## config.mk

```make
export PLATFORM = sky130hd
export DESIGN_NAME = rssi_proximity_hysteresis_top_flat
export DESIGN_NICKNAME = d
export VERILOG_FILES = /design/src/hdl/rph_pkg.sv /design/src/hdl/rph_ifs.sv /design/src/hdl/rph_cfg_regs.sv /design/src/hdl/rph_in_stage.sv /design/src/hdl/rph_core.sv /design/src/hdl/rssi_proximity_hysteresis_top.sv /design/src/flat_wrapper.sv
export VERILOG_INCLUDE_DIRS = /design/src /design/src/hdl
export SDC_FILE = /design/constraint.sdc
export NUM_CORES = 1
export LEC_CHECK = 0
export BUFFER_PORTS_ARGS = -buffer_cell sky130_fd_sc_hd__buf_2
export CORE_MARGIN = 2
export CORE_UTILIZATION = 30
export CTS_BUF_LIST = sky130_fd_sc_hd__clkbuf_4 sky130_fd_sc_hd__clkbuf_8
export DETAILED_ROUTE_END_ITERATION = 12
export PLACE_DENSITY_LB_ADDON = 0.2
export SLEW_MARGIN = 40
export SYNTH_ARGS = -nofsm -noshare
export SYNTH_HDL_FRONTEND = slang
export SYNTH_SLANG_ARGS = --single-unit
export TNS_END_PERCENT = 30
```

## constraint.sdc

```tcl
create_clock -name clk -period 14.8 [get_ports clk]
set_input_delay 1.48 -clock clk [delete_from_list [all_inputs] [get_ports clk]]
set_output_delay 1.48 -clock clk [all_outputs]
set_load 0.03 [all_outputs]
```

## src/hdl/rssi_proximity_hysteresis_top_assert.svh

```systemverilog
// Assertion macros shared by the proximity block.
`ifndef RSSI_PROXIMITY_HYSTERESIS_TOP_ASSERT_SVH
`define RSSI_PROXIMITY_HYSTERESIS_TOP_ASSERT_SVH

// The consequent must hold in the same cycle as the antecedent.
`define RPH_ASSERT_IMPLY(lbl, clk, rstn, ante, cons) \
    lbl: assert property (@(posedge clk) disable iff (!rstn) (ante) |-> (cons)) \
        else $error("proximity block: same-cycle property failed");

// The consequent must hold in the cycle after the antecedent.
`define RPH_ASSERT_NEXT(lbl, clk, rstn, ante, cons) \
    lbl: assert property (@(posedge clk) disable iff (!rstn) (ante) |=> (cons)) \
        else $error("proximity block: next-cycle property failed");

`endif

```

## src/hdl/rph_pkg.sv

```systemverilog
`timescale 1ns / 1ps
`default_nettype none

package rph_pkg;

    typedef struct packed {
        logic              kind;
        logic signed [7:0] rssi;
        logic [15:0]       elapsed_ms;
    } req_item_t;

    typedef struct packed {
        logic              near;
        logic              changed;
        logic              peer_present;
        logic signed [7:0] filtered_dbm;
    } rsp_item_t;

    typedef struct packed {
        logic [8:0]        alpha;
        logic signed [7:0] near_threshold;
        logic signed [7:0] far_threshold;
        logic [15:0]       timeout_ms;
    } cfg_t;

    // Register indexes on the configuration channel.
    localparam logic [1:0] CFG_ALPHA          = 2'd0;
    localparam logic [1:0] CFG_NEAR_THRESHOLD = 2'd1;
    localparam logic [1:0] CFG_FAR_THRESHOLD  = 2'd2;
    localparam logic [1:0] CFG_TIMEOUT_MS     = 2'd3;

    localparam logic [8:0]        ALPHA_RESET     = 9'd77;
    localparam logic signed [7:0] NEAR_THR_RESET  = -8'sd60;
    localparam logic signed [7:0] FAR_THR_RESET   = -8'sd70;
    localparam logic [15:0]       TIMEOUT_RESET   = 16'd3000;

    // Item kinds.
    localparam logic KIND_SAMPLE = 1'b0;
    localparam logic KIND_STEP   = 1'b1;

    // Alpha of 1.0 in Q1.8, and the filter level after reset (-100 dBm in Q8.8).
    localparam logic [8:0]         ALPHA_ONE   = 9'd256;
    localparam logic signed [15:0] LEVEL_RESET = -16'sd25600;
    localparam logic [16:0]        AGE_MAX     = 17'h1FFFF;

endpackage

`default_nettype wire

```

## src/hdl/rph_ifs.sv

```systemverilog
`timescale 1ns / 1ps
`default_nettype none

interface rph_req_if;
    logic              valid;
    logic              ready;
    logic              kind;
    logic signed [7:0] rssi;
    logic [15:0]       elapsed_ms;

    modport source (output valid, kind, rssi, elapsed_ms, input ready);
    modport sink   (input valid, kind, rssi, elapsed_ms, output ready);
endinterface

interface rph_rsp_if;
    logic              valid;
    logic              ready;
    logic              near;
    logic              changed;
    logic              peer_present;
    logic signed [7:0] filtered_dbm;

    modport source (output valid, near, changed, peer_present, filtered_dbm, input ready);
    modport sink   (input valid, near, changed, peer_present, filtered_dbm, output ready);
endinterface

interface rph_cfg_if;
    logic        valid;
    logic        ready;
    logic [1:0]  index;
    logic [15:0] data;

    modport source (output valid, index, data, input ready);
    modport sink   (input valid, index, data, output ready);
endinterface

`default_nettype wire

```

## src/hdl/rph_cfg_regs.sv

```systemverilog
`timescale 1ns / 1ps
`default_nettype none

module rph_cfg_regs (
    input  wire logic         clk,
    input  wire logic         rst_n,
    input  wire logic         wr_en,
    input  wire logic [1:0]   wr_index,
    input  wire logic [15:0]  wr_data,
    output rph_pkg::cfg_t     cfg
);

    rph_pkg::cfg_t cfg_reg;
    rph_pkg::cfg_t cfg_next;

    always_comb
    begin
        cfg_next = cfg_reg;
        if (wr_en)
        begin
            case (wr_index)
                rph_pkg::CFG_ALPHA:          cfg_next.alpha          = wr_data[8:0];
                rph_pkg::CFG_NEAR_THRESHOLD: cfg_next.near_threshold = wr_data[7:0];
                rph_pkg::CFG_FAR_THRESHOLD:  cfg_next.far_threshold  = wr_data[7:0];
                rph_pkg::CFG_TIMEOUT_MS:     cfg_next.timeout_ms     = wr_data;
                default:                     cfg_next = cfg_reg;
            endcase
        end
    end

    always_ff @(posedge clk or negedge rst_n)
    begin
        if (!rst_n)
        begin
            cfg_reg.alpha          <= rph_pkg::ALPHA_RESET;
            cfg_reg.near_threshold <= rph_pkg::NEAR_THR_RESET;
            cfg_reg.far_threshold  <= rph_pkg::FAR_THR_RESET;
            cfg_reg.timeout_ms     <= rph_pkg::TIMEOUT_RESET;
        end
        else
        begin
            cfg_reg <= cfg_next;
        end
    end

    assign cfg = cfg_reg;

endmodule

`default_nettype wire

```

## src/hdl/rph_in_stage.sv

```systemverilog
`timescale 1ns / 1ps
`default_nettype none

module rph_in_stage (
    input  wire logic               clk,
    input  wire logic               rst_n,
    input  wire logic               in_valid,
    input  wire rph_pkg::req_item_t in_item,
    output logic                    in_ready,
    output logic                    out_valid,
    output rph_pkg::req_item_t      out_item,
    input  wire logic               take
);

    logic               valid_reg;
    logic               valid_next;
    rph_pkg::req_item_t item_reg;
    rph_pkg::req_item_t item_next;

    // The stage refills in the same cycle that the core takes its item.
    assign in_ready = !valid_reg || take;

    always_comb
    begin
        valid_next = valid_reg;
        item_next  = item_reg;
        if (in_valid && in_ready)
        begin
            valid_next = 1'b1;
            item_next  = in_item;
        end
        else if (take)
        begin
            valid_next = 1'b0;
        end
    end

    always_ff @(posedge clk or negedge rst_n)
    begin
        if (!rst_n)
        begin
            valid_reg <= 1'b0;
        end
        else
        begin
            valid_reg <= valid_next;
        end
    end

    always_ff @(posedge clk)
    begin
        item_reg <= item_next;
    end

    assign out_valid = valid_reg;
    assign out_item  = item_reg;

endmodule

`default_nettype wire

```

## src/hdl/rph_core.sv

```systemverilog
`timescale 1ns / 1ps
`default_nettype none

module rph_core (
    input  wire logic               clk,
    input  wire logic               rst_n,
    input  wire rph_pkg::cfg_t      cfg,
    input  wire logic               item_valid,
    input  wire rph_pkg::req_item_t item,
    output logic                    take,
    output logic                    rsp_valid,
    input  wire logic               rsp_ready,
    output rph_pkg::rsp_item_t      rsp_item
);

    logic signed [15:0] level_reg;
    logic signed [15:0] level_next;
    logic               loaded_reg;
    logic               loaded_next;
    logic               near_reg;
    logic               near_next;
    logic [16:0]        age_reg;
    logic [16:0]        age_next;
    logic               rsp_valid_reg;
    logic               rsp_valid_next;
    rph_pkg::rsp_item_t rsp_item_reg;
    rph_pkg::rsp_item_t rsp_item_next;

    logic               is_sample;
    logic [8:0]         alpha_eff;
    logic signed [15:0] sample_q88;
    logic signed [16:0] diff;
    logic signed [26:0] prod;
    logic signed [26:0] num;
    logic signed [26:0] num_rnd;
    logic signed [15:0] ema_level;
    logic [17:0]        age_sum;
    logic               present;
    logic signed [16:0] level_rnd;
    logic signed [8:0]  dbm_wide;
    logic signed [7:0]  dbm;

    assign take = item_valid && (!rsp_valid_reg || rsp_ready);

    assign is_sample  = (item.kind == rph_pkg::KIND_SAMPLE);
    assign alpha_eff  = (cfg.alpha > rph_pkg::ALPHA_ONE) ? rph_pkg::ALPHA_ONE : cfg.alpha;
    assign sample_q88 = {item.rssi, 8'h00};

    // EMA written as level*256 + alpha*(sample - level), then divided by 256
    // with ties away from zero: add 127 for negative sums, 128 otherwise.
    assign diff    = {sample_q88[15], sample_q88} - {level_reg[15], level_reg};
    assign prod    = $signed({1'b0, alpha_eff}) * diff;
    assign num     = $signed({{3{level_reg[15]}}, level_reg, 8'h00}) + prod;
    assign num_rnd = num + (num[26] ? 27'sd127 : 27'sd128);
    assign ema_level = num_rnd[23:8];

    assign age_sum = {1'b0, age_reg} + {2'b00, item.elapsed_ms};

    always_comb
    begin
        level_next  = level_reg;
        loaded_next = loaded_reg;
        age_next    = age_reg;
        if (is_sample)
        begin
            level_next  = loaded_reg ? ema_level : sample_q88;
            loaded_next = 1'b1;
            age_next    = '0;
        end
        else
        begin
            age_next = age_sum[17] ? rph_pkg::AGE_MAX : age_sum[16:0];
        end
    end

    assign present = loaded_next && (age_next <= {1'b0, cfg.timeout_ms});

    always_comb
    begin
        near_next = near_reg;
        if (!present)
        begin
            near_next = 1'b0;
        end
        else if (!near_reg)
        begin
            if (level_next >= $signed({cfg.near_threshold, 8'h00}))
            begin
                near_next = 1'b1;
            end
        end
        else
        begin
            if (level_next <= $signed({cfg.far_threshold, 8'h00}))
            begin
                near_next = 1'b0;
            end
        end
    end

    assign level_rnd = {level_next[15], level_next} + (level_next[15] ? 17'sd127 : 17'sd128);
    assign dbm_wide  = level_rnd[16:8];
    assign dbm       = (dbm_wide[8] != dbm_wide[7]) ?
                       (dbm_wide[8] ? -8'sd128 : 8'sd127) : dbm_wide[7:0];

    always_comb
    begin
        rsp_item_next.near         = near_next;
        rsp_item_next.changed      = near_next != near_reg;
        rsp_item_next.peer_present = present;
        rsp_item_next.filtered_dbm = dbm;
    end

    always_comb
    begin
        if (take)
        begin
            rsp_valid_next = 1'b1;
        end
        else if (rsp_ready)
        begin
            rsp_valid_next = 1'b0;
        end
        else
        begin
            rsp_valid_next = rsp_valid_reg;
        end
    end

    always_ff @(posedge clk or negedge rst_n)
    begin
        if (!rst_n)
        begin
            level_reg     <= rph_pkg::LEVEL_RESET;
            loaded_reg    <= 1'b0;
            near_reg      <= 1'b0;
            age_reg       <= '0;
            rsp_valid_reg <= 1'b0;
        end
        else
        begin
            rsp_valid_reg <= rsp_valid_next;
            if (take)
            begin
                level_reg  <= level_next;
                loaded_reg <= loaded_next;
                near_reg   <= near_next;
                age_reg    <= age_next;
            end
        end
    end

    always_ff @(posedge clk)
    begin
        if (take)
        begin
            rsp_item_reg <= rsp_item_next;
        end
    end

    assign rsp_valid = rsp_valid_reg;
    assign rsp_item  = rsp_item_reg;

endmodule

`default_nettype wire

```

## src/hdl/rssi_proximity_hysteresis_top.sv

```systemverilog
`timescale 1ns / 1ps
`default_nettype none

`include "rssi_proximity_hysteresis_top_assert.svh"

// RSSI proximity detector: each item on req is either an RSSI sample, which
// loads or updates an exponential moving average of the signal level and
// clears the sample age, or a time step, which adds elapsed milliseconds to a
// saturating age. Every item returns exactly one result on rsp: the near/far
// state after hysteresis against the two thresholds, whether it changed, peer
// presence (a sample seen and its age within the timeout) and the filtered
// level rounded to whole dBm. The block takes one item per clock cycle while
// rsp is not stalled: an accepted item sits in the input register while the
// EMA multiplier works on it, and the result register loads when the core
// takes it. A stalled result holds the input register and so stalls req. The
// configuration channel is always ready and should be written only while no
// item is in flight.
module rssi_proximity_hysteresis_top (
    input  wire logic clk,
    input  wire logic rst_n,
    rph_req_if.sink   req,
    rph_rsp_if.source rsp,
    rph_cfg_if.sink   cfg
);

    rph_pkg::cfg_t      cfg_q;
    rph_pkg::req_item_t req_item;
    rph_pkg::req_item_t s1_item;
    rph_pkg::rsp_item_t rsp_item;
    logic               s1_valid;
    logic               s1_take;
    logic               rsp_valid;

    assign cfg.ready = 1'b1;

    rph_cfg_regs u_cfg_regs (
        .clk      (clk),
        .rst_n    (rst_n),
        .wr_en    (cfg.valid && cfg.ready),
        .wr_index (cfg.index),
        .wr_data  (cfg.data),
        .cfg      (cfg_q)
    );

    assign req_item.kind       = req.kind;
    assign req_item.rssi       = req.rssi;
    assign req_item.elapsed_ms = req.elapsed_ms;

    rph_in_stage u_in_stage (
        .clk       (clk),
        .rst_n     (rst_n),
        .in_valid  (req.valid),
        .in_item   (req_item),
        .in_ready  (req.ready),
        .out_valid (s1_valid),
        .out_item  (s1_item),
        .take      (s1_take)
    );

    rph_core u_core (
        .clk        (clk),
        .rst_n      (rst_n),
        .cfg        (cfg_q),
        .item_valid (s1_valid),
        .item       (s1_item),
        .take       (s1_take),
        .rsp_valid  (rsp_valid),
        .rsp_ready  (rsp.ready),
        .rsp_item   (rsp_item)
    );

    assign rsp.valid        = rsp_valid;
    assign rsp.near         = rsp_item.near;
    assign rsp.changed      = rsp_item.changed;
    assign rsp.peer_present = rsp_item.peer_present;
    assign rsp.filtered_dbm = rsp_item.filtered_dbm;

    // Near can only be reported for a peer that is present.
    `RPH_ASSERT_IMPLY(a_near_needs_peer, clk, rst_n, rsp.valid && rsp.near, rsp.peer_present)

    // A switch to near means the level reached the near threshold.
    `RPH_ASSERT_IMPLY(a_near_switch_level, clk, rst_n,
        rsp.valid && rsp.changed && rsp.near, rsp.filtered_dbm >= cfg_q.near_threshold)

    // An item left in the input register by a stalled core stays there unchanged.
    `RPH_ASSERT_NEXT(a_stage_holds, clk, rst_n,
        s1_valid && !s1_take, s1_valid && $stable(s1_item))

endmodule

`default_nettype wire

```

## src/flat_wrapper.sv

```systemverilog
// flat-port wrapper written by rule: the top's interface ports become plain ports
module rssi_proximity_hysteresis_top_flat 
  (clk, rst_n, req_valid, req_kind, req_rssi, req_elapsed_ms, req_ready, rsp_valid, rsp_near, rsp_changed, rsp_peer_present, rsp_filtered_dbm, rsp_ready, cfg_valid, cfg_index, cfg_data, cfg_ready);
  rph_req_if req_i ();
  rph_rsp_if rsp_i ();
  rph_cfg_if cfg_i ();
  input  wire logic clk;
  input  wire logic rst_n;
  input wire logic [$bits(req_i.valid)-1:0] req_valid;
  input wire logic [$bits(req_i.kind)-1:0] req_kind;
  input wire logic [$bits(req_i.rssi)-1:0] req_rssi;
  input wire logic [$bits(req_i.elapsed_ms)-1:0] req_elapsed_ms;
  output wire logic [$bits(req_i.ready)-1:0] req_ready;
  output wire logic [$bits(rsp_i.valid)-1:0] rsp_valid;
  output wire logic [$bits(rsp_i.near)-1:0] rsp_near;
  output wire logic [$bits(rsp_i.changed)-1:0] rsp_changed;
  output wire logic [$bits(rsp_i.peer_present)-1:0] rsp_peer_present;
  output wire logic [$bits(rsp_i.filtered_dbm)-1:0] rsp_filtered_dbm;
  input wire logic [$bits(rsp_i.ready)-1:0] rsp_ready;
  input wire logic [$bits(cfg_i.valid)-1:0] cfg_valid;
  input wire logic [$bits(cfg_i.index)-1:0] cfg_index;
  input wire logic [$bits(cfg_i.data)-1:0] cfg_data;
  output wire logic [$bits(cfg_i.ready)-1:0] cfg_ready;
  assign req_i.valid = req_valid;
  assign req_i.kind = req_kind;
  assign req_i.rssi = req_rssi;
  assign req_i.elapsed_ms = req_elapsed_ms;
  assign req_ready = req_i.ready;
  assign rsp_valid = rsp_i.valid;
  assign rsp_near = rsp_i.near;
  assign rsp_changed = rsp_i.changed;
  assign rsp_peer_present = rsp_i.peer_present;
  assign rsp_filtered_dbm = rsp_i.filtered_dbm;
  assign rsp_i.ready = rsp_ready;
  assign cfg_i.valid = cfg_valid;
  assign cfg_i.index = cfg_index;
  assign cfg_i.data = cfg_data;
  assign cfg_ready = cfg_i.ready;
  rssi_proximity_hysteresis_top u_core (.clk(clk), .rst_n(rst_n), .req(req_i), .rsp(rsp_i), .cfg(cfg_i));
endmodule
```

=== After elaboration in Yosys (flattened, before gate mapping) ===
Index checks and enable logic that the tools add are counted.

* Add/subtract/negate cells: 5
* Multiply operators: 1
* Order comparisons: 4
* Eq/ne operators: 5
* Mux-type cells: 18
* Reductions and logical operators: 14

{| class="wikitable"
|+ Operators with widths
! operator !! number
|-
| $mux W17 || 2
|-
| $mux W16 || 2
|-
| $mux W8 || 4
|-
| $add A24 B27 Y27 || 1
|-
| $mul A10 B17 Y27 || 1
|-
| $add A24 B9 Y24 || 1
|-
| $add A17 B16 Y18 || 1
|-
| $add A16 B9 Y17 || 1
|-
| $le A17 B16 Y1 || 1
|-
| $sub A16 B16 Y17 || 1
|-
| $ge A16 B16 Y1 || 1
|-
| $le A16 B16 Y1 || 1
|-
| $gt A9 B9 Y1 const B || 1
|-
| $mux W1 || 9
|-
| $mux W9 || 1
|-
| $reduce_and A2 Y1 || 4
|-
| $eq A2 B2 Y1 const B || 2
|-
| $reduce_bool A2 Y1 || 2
|-
| $logic_and A1 B1 Y1 || 3
|-
| $eq A2 B1 Y1 const B || 1
|-
| $logic_not A1 Y1 || 2
|-
| $logic_not A2 Y1 || 1
|-
| $logic_or A1 B1 Y1 || 2
|-
| $ne A1 B1 Y1 || 2
|}

* Register bits after elaboration: 114

=== Logic depth before layout (Yosys ltp) ===
* Depth in word-level cells: 13
* Gate-level depth with buffers: 54
* Depth with buffers taken out: 51

=== Modules after synthesis ===
Synthesis repeated with hierarchy kept, for this count alone.

* Cell total of the unflattened synthesis: 1472
* Area total of the unflattened synthesis: 13864.5 sq um

{| class="wikitable"
|+ By module, submodules not included
! module !! times used !! cells an instance !! area an instance (sq um)
|-
| rph_core || 1 || 1353 || 11428.5
|-
| rph_cfg_regs || 1 || 88 || 1620.3
|-
| rph_in_stage || 1 || 29 || 804.5
|-
| rssi_proximity_hysteresis_top || 1 || 2 || 11.3
|}

=== Least setup slack after synthesis ===
OpenSTA, ideal clock, no wires.

* Path kind: register to register
* Start point: reg u_core.u_core.level_reg[2]
* End point: reg u_core.u_core.rsp_item_reg, in the netlist u_core.u_core.rsp_item[5] (data pin)
* Setup time: 0.260 ns
* Arrival: 11.242 ns
* Data required time: 14.540 ns
* Slack: 3.297 ns
* Stages on the path, launching flop included: 49
* Buffers on the path: 2
* Period minus slack after synthesis: 11.503 ns
* Path through: dfrtp_1 -> clkbuf_1 -> nor3_1 -> nor3b_1 -> a31oi_1 -> o21bai_1 -> a21oi_1 -> o21bai_1 -> a21oi_1 -> o21bai_1 -> a21oi_1 -> xnor2_1 -> nand2_1 -> fa_1 -> inv_1 -> fa_1 -> fa_1 -> inv_1 -> [... 13 more ...] -> inv_1 -> nor4_1 -> nor3_1 -> or3_1 -> or3_4 -> o211ai_2 -> mux2_2 -> inv_1 -> ha_1 -> nand4_1 -> or3_1 -> inv_1 -> nand2b_1 -> o311ai_0 -> o2111ai_2 -> and3b_2 -> nand2_2 -> mux2_4

* Word-level cells in the longest chain between the ends: 11
* Elaborated cells between the ends (all ways): 12
* Classes of those cells: add/sub: 4; mul: 1; eq/ne: 1; mux: 6

{| class="wikitable"
|+ RTL lines
! item !! line !! RTL
|-
| start, declared || rph_core.sv:16 || <nowiki>logic signed [15:0] level_reg;</nowiki>
|-
| start signal, assigned || rph_core.sv:134 || <nowiki>level_reg <= rph_pkg::LEVEL_RESET;</nowiki>
|-
| start signal, assigned || rph_core.sv:145 || <nowiki>level_reg <= level_next;</nowiki>
|-
| $sub A16 B16 Y17 || rph_core.sv:51 || <nowiki>assign diff = {sample_q88[15], sample_q88} - {level_reg[15], level_reg};</nowiki>
|-
| $mul A10 B17 Y27 || rph_core.sv:52 || <nowiki>assign prod = $signed({1'b0, alpha_eff}) * diff;</nowiki>
|-
| $add A24 B27 Y27 * || rph_core.sv:53 || <nowiki>assign num = $signed({{3{level_reg[15]}}, level_reg, 8'h00}) + prod;</nowiki>
|-
| $mux W8 || rph_core.sv:54 || <nowiki>assign num_rnd = num + (num[26] ? 27'sd127 : 27'sd128);</nowiki>
|-
| $add A24 B9 Y24 * || rph_core.sv:54 ||
|-
| $mux W16 * || rph_core.sv:66 || <nowiki>level_next = loaded_reg ? ema_level : sample_q88;</nowiki>
|-
| $mux W16 * || rph_core.sv:64 || <nowiki>if (is_sample)</nowiki>
|-
| named net u_core.u_core.level_next[15] || rph_core.sv:17 || <nowiki>logic signed [15:0] level_next;</nowiki>
|-
| $mux W8 || rph_core.sv:101 || <nowiki>assign level_rnd = {level_next[15], level_next} + (level_next[15] ? 17'sd127 : 17'sd128);</nowiki>
|-
| $add A16 B9 Y17 * || rph_core.sv:101 ||
|-
| $mux W8 / $ne A1 B1 Y1 (equally long branches) || rph_core.sv:104, rph_core.sv:103 ||
|-
| $mux W8 * || rph_core.sv:103 || <nowiki>assign dbm = (dbm_wide[8] != dbm_wide[7]) ?</nowiki>
|-
| named net u_core.u_core.dbm[5] || rph_core.sv:41 || <nowiki>logic signed [7:0] dbm;</nowiki>
|-
| end signal, assigned || rph_core.sv:157 || <nowiki>rsp_item_reg <= rsp_item_next;</nowiki>
|-
| end, declared || rph_core.sv:26 || <nowiki>rph_pkg::rsp_item_t rsp_item_reg;</nowiki>
|}

The timed path passes the listed nets; every way through them passes the cells marked *.
A chain may end at the register's enable or synchronous reset.

=== Worst setup path in the final report ===
* Start point: reg u_core.u_core.level_reg[0]
* End point: reg u_core.u_core.rsp_item_reg, in the netlist u_core.u_core.rsp_item[5] (data pin)

Same word-level chain as after synthesis.

==> metrics.md <==
| Metric | Value |
|---|---|
| Max Cap Viol | `0` |
| Initial antenna violation count | `1` |
| Asr flop ratio synth | `68.4%` |
| Overall routing resource usage | `16.4%` |
| First-pass GRT wire length | `62700 um` |
| CP Class | `register to register` |
| Die width | `222 um` |
| Main synth FF type | `dfrtp_1` |
| CTS tree | `done` |
| Clock Latency Late Sink | `0.46 ns` |
| Final Hold Fails | `0` |
| Slowest stage cell, crit path | `nor3b_1` |
| Core Box Area | `46700 um2` |
| Final slew viol count | `0` |
| IO Count | `62` |
| Least-Margin Pin Slew | `0.847 ns` |
| Drt via density | `4.93` |
| Area growth syn-to-layout | `10.2%` |
| Crit path largest cell delay | `0.61 ns` |
| Final Cell Area | `15700 um2` |
| Clock buffer depth | `2` |
| Fmax | `0.0780 GHz` |
| Net count after synthesis | `1871` |
| Post-DRT Antenna Nets | `0` |
| Reg-to-reg startpoint | `u_core.u_core.level_reg[0]` |
| Critical Path Source | `u_core.u_core.level_reg[0]` |
| Setup bufs post-CTS | `0` |
| Die Ht | `222 um` |
| # resized after CTS | `0` |
| Crit path max fanout | `11` |
| RePlAce Congestion | `0.844` |
| Initial Utilization | `30.5%` |
| Critical Path Start Type | `register` |
| Total CTS buffers | `17` |
| Hold_sp | `u_core.u_in_stage.out_valid` |
| Root Buffer | `clkbuf_8` |
| EDFF count, synth | `36` |
| Headroom to the max-slew limit | `42.9%` |
| Hold buffer count at CTS | `0` |
| Layout Nets | `1909` |
| Period utilisation layout | `86.7%` |
| Crit path DAT | `13.04 ns` |
| Wire per inst | `18.0 um` |
| Rows | `79` |
| Syn Area/Cell | `9.20 um2` |
| Fin crit period | `12.83 ns` |
| Status | `completed` |
| Layout cells sized above 1 | `13.8%` |
| DP HPWL | `32200 um` |
| Cell variety after synth | `90` |
| Yosys warnings | `0` |
| Clock slew at reported path FFs | `0.08 ns` |
| Flops & latches, synth | `114` |
| Crit path max-delay family | `adder cells` |
| Largest net degree at the start of global routing | `65` |
| Commonest non-fill, non-tap cells in the layout | `inv_1 (235), ha_1 (142), fa_1 (134)` |
| Die area | `49200 um2` |
| Fin Setup TNS | `0 ns` |
| Vias in the first global route | `11100` |
| Worst path required time | `15.01 ns` |
| IO buf count | `60` |
| GRT Residual Overflow | `0` |
| Starting DRT DRC Count | `630` |
| Worst Setup End Kind | `register` |
| Max reg flops | `41` |
| Setup violators final | `0` |
| Cell Area, Synth | `14200 um2` |
| RSZ-0062 raised after global routing | `false` |
| DR pass1 iterations | `5` |
| Clock H-tree levels | `4` |
| DRC | `0` |
| Total wire length | `39800 um` |
| Commonest non-fill, non-tap cell in the layout | `inv_1` |
| Most used cell, CP | `inv_1` |
| Final Skew | `0.0131 ns` |
| Sequential share of the synthesized area | `21.5%` |
| HP Class | `register to register` |
| Placement Cell Area | `15200 um2` |
| Sinks on the clock net | `114` |
| CP Buf/Inv Count | `6` |
| Syn Inst Count | `1547` |
| Via count | `10900` |
==> cell usage after synthesis, types with 5 or more instances <==
| master | number | area (um2) |
|---|---|---|
| a2111oi_0 | 6 | 52.6 |
| fa_1 | 134 | 2680 |
| nor4_1 | 5 | 31.3 |
| nor4b_1 | 5 | 43.8 |
| nor2b_1 | 26 | 163 |
| ha_1 | 142 | 1780 |
| dfstp_2 | 23 | 604 |
| a31oi_1 | 7 | 43.8 |
| nor3b_1 | 5 | 37.5 |
| a221oi_1 | 6 | 52.6 |
| nor2_1 | 119 | 447 |
| a21oi_1 | 53 | 265 |
| and2_1 | 33 | 206 |
| edfxtp_1 | 36 | 1080 |
| xnor2_1 | 53 | 464 |
| a311oi_1 | 5 | 43.8 |
| mux2_2 | 59 | 664 |
| o21bai_1 | 6 | 45.0 |
| a21o_1 | 29 | 218 |
| a211oi_1 | 6 | 45.0 |
| nand3_1 | 27 | 135 |
| nand3b_1 | 5 | 37.5 |
| inv_1 | 235 | 882 |
| mux2i_1 | 7 | 70.1 |
| xor2_1 | 38 | 333 |
| nand2b_1 | 27 | 169 |
| o21ai_0 | 51 | 255 |
| clkbuf_1 | 44 | 165 |
| nor3_1 | 25 | 125 |
| o211ai_1 | 12 | 90.1 |
| nand4_1 | 11 | 68.8 |
| nand2_1 | 128 | 480 |
| and3_1 | 6 | 37.5 |
| or3_1 | 6 | 37.5 |
| o21a_1 | 28 | 210 |
| dfrtp_1 | 55 | 1380 |
==> through the flow <==
step / instances / setup WS (ns) / hold WS [ns] / util [%]
3_3_place_gp: 2172 / 2.28 / 0.471 / 32.5
2_1_floorplan: 1547 / 3.30 / 0.456 / -
3_5_place_dp: 2173 / 2.04 / 0.486 / 32.6
4_1_cts: 2205 / 1.93 / 0.496 / 33.6
6_report: 2206 / 1.97 / 0.495 / 33.6
5_1_grt: 2205 / 0.771 / 0.525 / 33.6
==> cells by family after synthesis <==
logic type	after synthesis	share of synthesized area, %
AO/OA/AOI/OAI	258	12.6
XOR/XNOR	92	5.72
adder cells (fa/ha/maj)	276	31.3
buffers and inverters	289	7.75
flip-flops	114	21.5
multiplexers	68	5.37
other	1	0.0264
AND/OR/NAND/NOR	449	15.6
==> per-layer routing <==
layer / share of wire (%) / GRT usage [%] / up-vias
met5: 0 / 0 / -
met4: 1.6 / 3.33 / 0
met3: 3.5 / 2.11 / 39
met2: 47 / 27.2 / 210
met1: 48 / 22.9 / 5388
li1: - / - / 5245
==> worst paths after layout <==
| path | cells past startpoint | endpoint | slack, ns |
|---|---|---|---|
| max reg2reg | 46 | u_core.u_core.rsp_item[5] | 1.97 |
| max in group asynchronous | 2 | u_core.u_cfg_regs.cfg[40] | 13.04 |
| min reg2reg | 1 | u_core.u_core.rsp_valid | 0.50 |
| max | 46 | u_core.u_core.rsp_item[5] | 1.97 |
| min in group asynchronous | 1 | u_core.u_core.age_reg[9] | 0.87 |
| min | 1 | u_core.u_core.rsp_valid | 0.50 |
==> layout make-up <==
class / instances / area (um2)
fillers: 4867 / 31000
diodes: 1 / 2.50
clock buffers: 17 / 234
inverters: 237 / 890
repair buffers: 71 / 387
multi-input cells: 1144 / 10100
flip-flops and latches: 114 / 3060
clock inverters: 15 / 213
well taps: 607 / 759
Power is not shown: default switching activity piles up to over one toggle a cycle in this logic, so the estimate is an artifact.
